$ cat src/rtl/core/ogru_pkg.sv
// Shared types, codes and constants of the occupancy grid ray update block.
// No dependencies; every module of the block imports it.
package ogru_pkg;

  localparam int DEF_GRID_WIDTH  = 128;
  localparam int DEF_GRID_HEIGHT = 128;

  localparam int COORD_W   = 11;
  localparam int CELL_W    = 5;
  localparam int CFG_IDX_W = 3;
  localparam int STATUS_W  = 2;

  typedef logic signed [CELL_W-1:0]  cell_t;
  typedef logic signed [COORD_W-1:0] coord_t;
  typedef logic [CFG_IDX_W-1:0]      cfg_idx_t;
  typedef logic [STATUS_W-1:0]       status_t;

  localparam cfg_idx_t CFG_FREE_STEP     = 3'd0;
  localparam cfg_idx_t CFG_OCCUPIED_STEP = 3'd1;
  localparam cfg_idx_t CFG_FLOOR_VALUE   = 3'd2;
  localparam cfg_idx_t CFG_CEILING_VALUE = 3'd3;

  localparam status_t ST_DONE         = 2'd0;
  localparam status_t ST_RAY_REJECTED = 2'd1;
  localparam status_t ST_READ_OUTSIDE = 2'd2;

  localparam logic ACT_RAY  = 1'b0;
  localparam logic ACT_READ = 1'b1;

  localparam cell_t FREE_STEP_RST     = -5'sd2;
  localparam cell_t OCCUPIED_STEP_RST = 5'sd6;
  localparam cell_t FLOOR_VALUE_RST   = -5'sd4;
  localparam cell_t CEILING_VALUE_RST = 5'sd12;
  localparam cell_t CELL_RST          = -5'sd1;

  // Commands from the controller to the datapath.
  typedef struct packed {
    logic    clear_wr;
    logic    load;
    logic    rd_start;
    logic    walk;
    logic    mark;
    logic    res_load;
    status_t res_code;
    logic    res_from_mem;
  } ogru_cmd_t;

  // Status from the datapath to the controller.
  typedef struct packed {
    logic clear_last;
    logic is_read;
    logic start_in;
    logic end_in;
    logic at_end;
    logic mark;
  } ogru_stat_t;

endpackage

$ cat src/rtl/core/ogru_ctrl.sv
// Controller state machine of the occupancy grid ray update block.
// Depends on ogru_pkg; drives the datapath through ogru_cmd_t.
module ogru_ctrl import ogru_pkg::*; (
  input  logic       clk,
  input  logic       rst,
  input  logic       in_valid,
  output logic       in_stall,
  output logic       out_valid,
  input  logic       out_stall,
  output ogru_cmd_t  cmd,
  input  ogru_stat_t stat
);

  typedef enum logic [5:0] {
    S_CLEAR  = 6'b000001,
    S_IDLE   = 6'b000010,
    S_DECIDE = 6'b000100,
    S_WALK   = 6'b001000,
    S_FIN    = 6'b010000,
    S_DONE   = 6'b100000
  } state_t;

  state_t  state, state_next;
  status_t res_code, res_code_next;
  logic    res_mem, res_mem_next;
  logic    out_valid_next;
  logic    res_free;

  assign res_free = !out_valid || !out_stall;

  always_comb begin
    state_next    = state;
    res_code_next = res_code;
    res_mem_next  = res_mem;
    cmd           = '0;
    case (state)
      S_CLEAR: begin
        cmd.clear_wr = 1'b1;
        if (stat.clear_last) begin
          state_next = S_IDLE;
        end
      end
      S_IDLE: begin
        if (in_valid) begin
          cmd.load   = 1'b1;
          state_next = S_DECIDE;
        end
      end
      S_DECIDE: begin
        if (stat.is_read) begin
          if (stat.start_in) begin
            cmd.rd_start  = 1'b1;
            res_code_next = ST_DONE;
            res_mem_next  = 1'b1;
            state_next    = S_FIN;
          end else begin
            res_code_next = ST_READ_OUTSIDE;
            res_mem_next  = 1'b0;
            state_next    = S_DONE;
          end
        end else if (!stat.start_in || !stat.end_in) begin
          res_code_next = ST_RAY_REJECTED;
          res_mem_next  = 1'b0;
          state_next    = S_DONE;
        end else begin
          res_code_next = ST_DONE;
          res_mem_next  = 1'b0;
          state_next    = S_WALK;
        end
      end
      S_WALK: begin
        if (!stat.at_end) begin
          cmd.walk = 1'b1;
        end else begin
          cmd.mark   = stat.mark;
          state_next = S_FIN;
        end
      end
      S_FIN: begin
        state_next = S_DONE;
      end
      S_DONE: begin
        if (res_free) begin
          cmd.res_load = 1'b1;
          state_next   = S_IDLE;
        end
      end
      default: begin
        state_next = S_IDLE;
      end
    endcase
    cmd.res_code     = res_code;
    cmd.res_from_mem = res_mem;
  end

  assign in_stall = (state != S_IDLE);

  always_comb begin
    if (cmd.res_load) begin
      out_valid_next = 1'b1;
    end else if (!out_stall) begin
      out_valid_next = 1'b0;
    end else begin
      out_valid_next = out_valid;
    end
  end

  always_ff @(posedge clk) begin
    if (rst) begin
      state     <= S_CLEAR;
      res_code  <= ST_DONE;
      res_mem   <= 1'b0;
      out_valid <= 1'b0;
    end else begin
      state     <= state_next;
      res_code  <= res_code_next;
      res_mem   <= res_mem_next;
      out_valid <= out_valid_next;
    end
  end

endmodule

$ cat config.mk
export PLATFORM = sky130hd
export DESIGN_NAME = ogru_ctrl
export DESIGN_NICKNAME = d
export VERILOG_FILES = /design/src/rtl/core/ogru_pkg.sv /design/src/rtl/core/ogru_ctrl.sv
export SDC_FILE = /design/constraint.sdc
export NUM_CORES = 1
export LEC_CHECK = 0
export BUFFER_PORTS_ARGS = -buffer_cell sky130_fd_sc_hd__buf_2
export CAP_MARGIN = 20
export CELL_PAD_IN_SITES_DETAIL_PLACEMENT = 0
export CELL_PAD_IN_SITES_GLOBAL_PLACEMENT = 2
export CORE_UTILIZATION = 25
export DETAILED_ROUTE_END_ITERATION = 7
export GPL_TIMING_DRIVEN = 0
export PLACE_DENSITY = 0.7
export SLEW_MARGIN = 20
export SYNTH_ARGS = -nofsm -noshare
export SYNTH_HDL_FRONTEND = slang
export SYNTH_SLANG_ARGS = --single-unit
export TNS_END_PERCENT = 5
$ cat constraint.sdc
create_clock -name clk -period 1.7 [get_ports clk]
set_input_delay 0.34 -clock clk [delete_from_list [all_inputs] [get_ports clk]]
set_output_delay 0.34 -clock clk [all_outputs]
set_load 0.03 [all_outputs]
==> results of run 1 <==
[worst register-to-register path, delay by kind of cell, from the launching register on]
kind	cells	cell delay, ns
flip-flops	1	0.39
AO/OA/AOI/OAI	2	0.55
AND/OR/NAND/NOR	2	0.40
[sequential cells by signal, indices dropped and copies added, names as in the netlist]
register   cells
res_code       2
out_valid      1
state          6
res_mem        1
[layout make-up]
cell class / count / share of cell area
timing repair buffer: 21 / 0.162
inverter: 5 / 0.0229
clock buffer: 4 / 0.0443
multi-input combinational: 48 / 0.446
buffer: 3 / 0.0229
sequential: 10 / 0.260
tap: 27 / 0.0413
[metrics by stage]
| stage | hold slack [ns] | area, um2 | instances | worst slack (ns) | setup TNS [ns] |
|---|---|---|---|---|---|
| 2_1_floorplan | 0.437 | 554 | 66 | 0.0318 | 0 |
| 3_3_place_gp | 0.437 | 683 | 112 | -0.0249 | -0.0249 |
| 3_5_place_dp | 0.445 | 683 | 112 | -0.0152 | -0.0152 |
| 4_1_cts | 0.328 | 802 | 118 | -0.0761 | -0.242 |
| 5_1_grt | 0.349 | 818 | 118 | -0.158 | -0.707 |
| 6_report | 0.338 | 818 | 118 | -0.0544 | -0.128 |
[worst max path at each step]
stage | start | end | slack [ns] | depth (start not counted)
6_report | state[4]$_SDFFE_PP0P_ | cmd[7] | -0.05 | 4
5_1_grt | state[4]$_SDFFE_PP0P_ | cmd[7] | -0.16 | 4
4_1_cts | state[4]$_SDFFE_PP0P_ | cmd[7] | -0.08 | 4
3_5_place_dp | state[3]$_SDFFE_PP0P_ | cmd[6] | -0.02 | 5
3_3_place_gp | state[5]$_SDFFE_PP0P_ | cmd[6] | -0.02 | 5
2_1_floorplan | state[2]$_SDFFE_PP0P_ | cmd[7] | 0.03 | 3
[power by group through the flow]
stage | logic [W] | clock network, W | registers [W]
finish | 0.000117 | 0.000221 | 0.000259
global placement | 0.000105 | 0 | 0.000260
floorplan | 0.0000740 | 0 | 0.000258
global route | 0.000129 | 0.000240 | 0.000260
detailed placement | 0.000105 | 0 | 0.000260
CTS | 0.000117 | 0.000226 | 0.000260
[cell usage in the layout, fill, tap and decap left out, types with 2 or more instances in the layout]
| master | Yosys | final |
|---|---|---|
| o21ai_0 | 2 | 2 |
| buf_4 | 2 | 8 |
| inv_1 | 5 | 4 |
| and4_4 | 1 | 2 |
| dfxtp_1 | 10 | 6 |
| a21oi_1 | 7 | 6 |
| dfxtp_4 | 0 | 3 |
| nand2_1 | 8 | 8 |
| nor2_4 | 0 | 4 |
| clkbuf_4 | 0 | 3 |
| buf_2 | 0 | 13 |
| nand3_1 | 4 | 3 |
| nand3b_1 | 3 | 3 |
| buf_6 | 0 | 2 |
| nor3b_1 | 2 | 2 |
| nand4b_1 | 2 | 2 |
[routing by layer]
metal / GRT usage / up-vias
met5: 0 / -
met1: 0.151 / 264
met3: 0.0314 / 4
met4: 0.118 / 0
li1: - / 290
met2: 0.181 / 15
[cell families (layout without fill, tap and decap cells)]
family,after synthesis,after routing
buffers and inverters,8,33
xor gates and xnor gates,1,1
AOI/OAI and AO/OA,14,14
DFF,10,10
and+or+nand+nor,33,33
[cell usage after synthesis, drive strengths merged, types with 2 or more instances]
cell,n
nand3b,3
dfxtp,10
nor3b,2
o21ai,2
nand4b,2
inv,5
nand2,8
buf,3
a21oi,7
and4,2
nand3,4
nor2,5
[repair_timing]
item | in CTS | in global routing
setup endpoints to repair | 7 | 7
pin swaps | 5 | 3
resized for setup | 22 | 5
setup buffers | 2 | 0
==> impl_metrics.csv, run 1 <==
group,metric,value,unit
synthesis,async_flop_share,0,
place,dp_hpwl,1020,um
floorplan,fp.dieW,48.8,um
clock_tree,cts_hold_buf,0,
setup_path,rrSetupSlack,0.26,ns
route,wl_met2,633,um
power_and_ir_drop,cellPowerDensity,728,nW/um2
floorplan,initial_core_util,0.273,
setup_path,r2r_start,"state[3]$_SDFFE_PP0P_",
final_layout,synthToLayoutAreaGrowth,49.7,%
floorplan,die_area,2380,um2
power_and_ir_drop,p_sw,0.000171,W
setup_path,path_max_fanout,4,
synthesis,seq_area_frac_synth,0.366,
hold_path,holdCritPathClass,"input pin to register",
grt,grt_pass1_vias,501,
synthesis,synth_top_family_by_area,"simple AND/OR/NAND/NOR gates",
setup_path,r2r_cells,4,
setup_path,max_stage_delay,0.37,ns
synthesis,ys_ff_latch,10,
floorplan,core-area,2000,um2
final_layout,diodes,0,
final_layout,seq_area,213,um2
power_and_ir_drop,ir_drop,0.000277,V
power_and_ir_drop,p_sw_frac,0.287,
clock_tree,clockBufferDepth,2,
sta,hold_violations,0,
synthesis,ys.flop_type,"dfxtp_1",
final_layout,fin_util,0.409,
final_layout,drive_above_1_share,0.473,
route,ant_nets,0,
power_and_ir_drop,power.internal,0.000425,W
route,routed_via_density,4.86,
grt,grt_remaining_overflow,0,
job,maxCapViolCount,0,
setup_path,crit_family,"simple AND/OR/NAND/NOR gates",
route,top_layer_used,"met4",
route,routedWlPerCell,11.3,um
place,place_congestion,0.740,
clock_tree,cts_tree,"built",
synthesis,synth_edf_count,0,
floorplan,io_pins,21,
clock_tree,clk_latency,0.27,ns
sta,finalSetupViolCount,4,
route,drt_pre_antenna_iters,2,
sta,finalCriticalPeriod,1.75,ns
route,drc,0,
hold_path,hold_start,"out_stall",
synthesis,syn_inst,66,
outcome,status,"complete, but fails checks",
sta,worstMarginPinSlew,0.509,ns
place,io_buffers,19,
final_layout,fillers,227,
power_and_ir_drop,fin_total_pwr,0.000596,W
sta,rsz0062_at_grt,"yes",
grt,grt_usage,0.126,
route,wl_met3,41,um
synthesis,synthSimpleGateAreaFrac,0.382,
setup_path,start_kind,"register",
clock_tree,root_buffer,"clkbuf_4",
setup_path,cpMaxStageDelayCell,"dfxtp_4",
route,vias,573,
synthesis,synth_area_leader_cell,"dfxtp_1",
synthesis,syn_area,547,um2
clock_tree,clk_pin_slew,0.07,ns
sta,fin_crit_sh,1.03,
route,drt_iter0_markers,6,
setup_path,crit_type,"register to primary output",
synthesis,synthXorXnorAreaFrac,0.0160,
sta,max_freq,570,MHz
route,wl_met1,609,um
power_and_ir_drop,pwr-share-seq,0.434,
clock_tree,h-tree-depth,1,
synthesis,synth_top_area_share,0.366,
power_and_ir_drop,pwr-share-comb,0.196,
grt,grt_max_degree,11,
setup_path,end_kind,"primary output",
floorplan,row_count,16,
power_and_ir_drop,cellLeakagePower,0.357,nW
setup_path,rr_endpoint,"state[1]$_SDFFE_PP0P_",
synthesis,synth_warnings,0,
clock_tree,cts.sinks,10,
sta,maxSlewViolCount,0,
sta,max_slew_margin,0.660,
setup_path,cp.arrival,1.41,ns
setup_path,critPathBufInv,1,
sta,setup_slack,-0.0544,ns
setup_path,required,1.36,ns
final_layout,multiInputGateArea,365,um2
route,drt-total-wl,1340,um
final_layout,finalNetCount,102,
synthesis,synthDistinctLibCells,28,
setup_path,crit_chain,"nor4_4 > nand3b_1 > nor2_4 > buf_6",
grt,antenna_found_initial,0,
synthesis,synth_compound_area_frac,0.167,
floorplan,die_h,48.8,um
synthesis,synth_area_per_cell,8.28,um2
synthesis,post_synth_fa_ha_maj_area_fraction,0,
synthesis,synth_area_leaders,"dfxtp_1 37%, a21oi_1 6.4%, nand2_1 5.5%",
hold_path,holdPathEnd,"out_valid$_SDFFE_PP0P_",
power_and_ir_drop,clkPwrFrac,0.370,
outcome,violations,"negative setup slack",
hold_path,min_path_cells,3,
sta,skew,0.00282,ns
clock_tree,cts_buffers,3,
grt,grt_pass1_wl,2130,um
synthesis,syn-num-nets,76,
synthesis,muxShareOfSynthArea,0,
Note: power is estimated with default switching activity, not from simulation.
==> run 2: changes to the inputs <==
--- a/config.mk
+++ b/config.mk
@@ -12,7 +12,7 @@
 export CORE_UTILIZATION = 25
 export DETAILED_ROUTE_END_ITERATION = 7
 export GPL_TIMING_DRIVEN = 0
-export PLACE_DENSITY = 0.7
+export PLACE_DENSITY_LB_ADDON = 0.1
 export SLEW_MARGIN = 20
 export SYNTH_ARGS = -nofsm -noshare
 export SYNTH_HDL_FRONTEND = slang
==> run 2 against run 1 <==
Effect of this change: the run still ends with negative setup slack left; global-route usage rose by 0.75 points; non-clock buffer count is the same; maximum frequency down 1.4%; clock power about the same; combinational power is essentially flat; setup slack worse by 0.024 ns; hold slack improved by 0.0061 ns; sequential share of layout area is 0.11 points lower; power rose by 0.22%; wire length is 3.7% higher; utilization shrank 0.062 points; via count fell by 0.52%.
==> impl_metrics.csv, run 2 (synthesis gave the netlist of run 1 again) <==
group,metric,value,unit
route,vias,570,
route,drt-total-wl,1390,um
grt,grt_pass1_wl,2280,um
place,dpl.cell_count,112,
final_layout,layout.cells.most_common,"buf_2",
sta,max_slew_margin,0.668,
sta,rsz0062_at_grt,"yes",
job,maxCapViolCount,0,
grt,busiest_layer,"met2",
final_layout,fin_cells,118,
route,routedWlPerCell,11.8,um
place,place_area,683,um2
sta,finalSetupViolCount,4,
route,drt_pre_antenna_iters,4,
grt,groute.layer.met1.usage,0.161,
floorplan,initial_core_util,0.273,
outcome,violations,"negative setup slack",
setup_path,cp.arrival,1.44,ns
sta,max_freq,562,MHz
final_layout,synthToLayoutAreaGrowth,49.4,%
place,place_congestion,0.687,
setup_path,end_kind,"primary output",
sta,worstMarginPinSlew,0.498,ns
route,ant_nets,0,
clock_tree,cts_hold_buf,0,
sta,hold_violations,0,
setup_path,crit_type,"register to primary output",
grt,antenna_found_initial,0,
final_layout,finalNetCount,102,
sta,skew,0.00433,ns
floorplan,core-area,2000,um2
floorplan,die_h,48.8,um
place,io_buffers,19,
final_layout,top_register,"state",
grt,grtUsageMet3,0.0283,
final_layout,final_cell_mix,"13 x buf_2, 8 x nand2_1, 8 x buf_4",
grt,grt_remaining_overflow,0,
place,pre_cts_slack,0.00637,ns
floorplan,fp.dieW,48.8,um
sta,fin_crit_sh,1.05,
grt,grt_util_met2,0.197,
sta,maxSlewViolCount,0,
clock_tree,clockBufferDepth,2,
power_and_ir_drop,cellLeakagePower,0.357,nW
clock_tree,cts_buffers,3,
route,routed_via_density,4.83,
grt,grt_pass1_vias,525,
final_layout,drive_above_1_share,0.473,
final_layout,top_regs,"state: 6 flops, res_code: 2 flops",
clock_tree,clk_pin_slew,0.07,ns
power_and_ir_drop,ir_drop,0.000259,V
grt,grt_max_degree,11,
final_layout,largest_register_ffs,6,
power_and_ir_drop,cellPowerDensity,731,nW/um2
clock_tree,cts.sinks,10,
setup_path,start_kind,"register",
clock_tree,clk_latency,0.27,ns
floorplan,die_area,2380,um2
route,drt_iter0_markers,7,
final_layout,fillers,220,
clock_tree,h-tree-depth,1,
final_layout,multiInputGateArea,365,um2
outcome,status,"complete, but fails checks",
floorplan,row_count,16,
clock_tree,cts_tree,"built",
route,drc,0,
setup_path,path_max_fanout,4,
final_layout,fin_area,817,um2
sta,setup_slack,-0.0786,ns
floorplan,io_pins,21,
final_layout,diodes,0,
final_layout,seq_area,211,um2
hold_path,holdCritPathClass,"input pin to register",
setup_path,required,1.36,ns
place,dp_hpwl,978,um
sta,finalCriticalPeriod,1.78,ns
clock_tree,root_buffer,"clkbuf_4",
grt,grt_usage,0.133,
## run 2: path summary, 6_finish.rpt
check / to / slack (ns) / cells past startpoint / startpoint
worst min-delay path: state[0]$_SDFFE_PP1P_ / 0.34 / 3 / stat[5]
worst max-delay path: cmd[7] / -0.08 / 4 / state[4]$_SDFFE_PP0P_
worst max register to register: state[1]$_SDFFE_PP0P_ / 0.23 / 4 / state[3]$_SDFFE_PP0P_
worst min register to register: res_code[0]$_SDFFE_PP0N_ / 0.45 / 2 / res_code[0]$_SDFFE_PP0N_
## run 2: area by class of cell
class / count / area share
multi-input combinational: 48 / 0.447
sequential: 10 / 0.259
timing repair buffer: 21 / 0.162
clock buffer: 4 / 0.0444
tap: 27 / 0.0413
buffer: 3 / 0.0230
inverter: 5 / 0.0230
## run 2: power breakdown
part | internal (W) | switching (W)
registers | 0.000241 | 0.0000179
clock network | 0.000130 | 0.0000887
logic | 0.0000547 | 0.0000646
## run 2: what timing repair did
item                                    in CTS  in global routing
setup buffers                                2                  0
hold endpoints to repair                     0                  0
endpoints found under the setup margin       7                  7
pin swaps                                    4                  3
gates resized for setup                     24                  2
## run 2: worst max-delay path, stage by stage (launching register included)
cell and delay [ns]:
dfxtp_4 0.38, nor4_4 0.33, nand3b_1 0.20, nor2_4 0.12
buf_6 0.13
## run 2: per-layer routing
layer  part of all wire  vias up
met5                  0        -
met4              0.019        0
met3              0.032        2
met2               0.47       14
met1               0.48      265
li1                   -      289
## run 2: metrics by stage
step	utilization	total power, W	hold WS (ns)	TNS [ns]
detailed placement	0.341	0.000364	0.445	0
CTS	0.404	0.000604	0.331	-0.176
global route	0.408	0.000636	0.338	-0.713
finish	0.408	0.000597	0.344	-0.178
floorplan	-	0.000332	0.437	0
global placement	0.341	0.000365	0.438	-0.0368
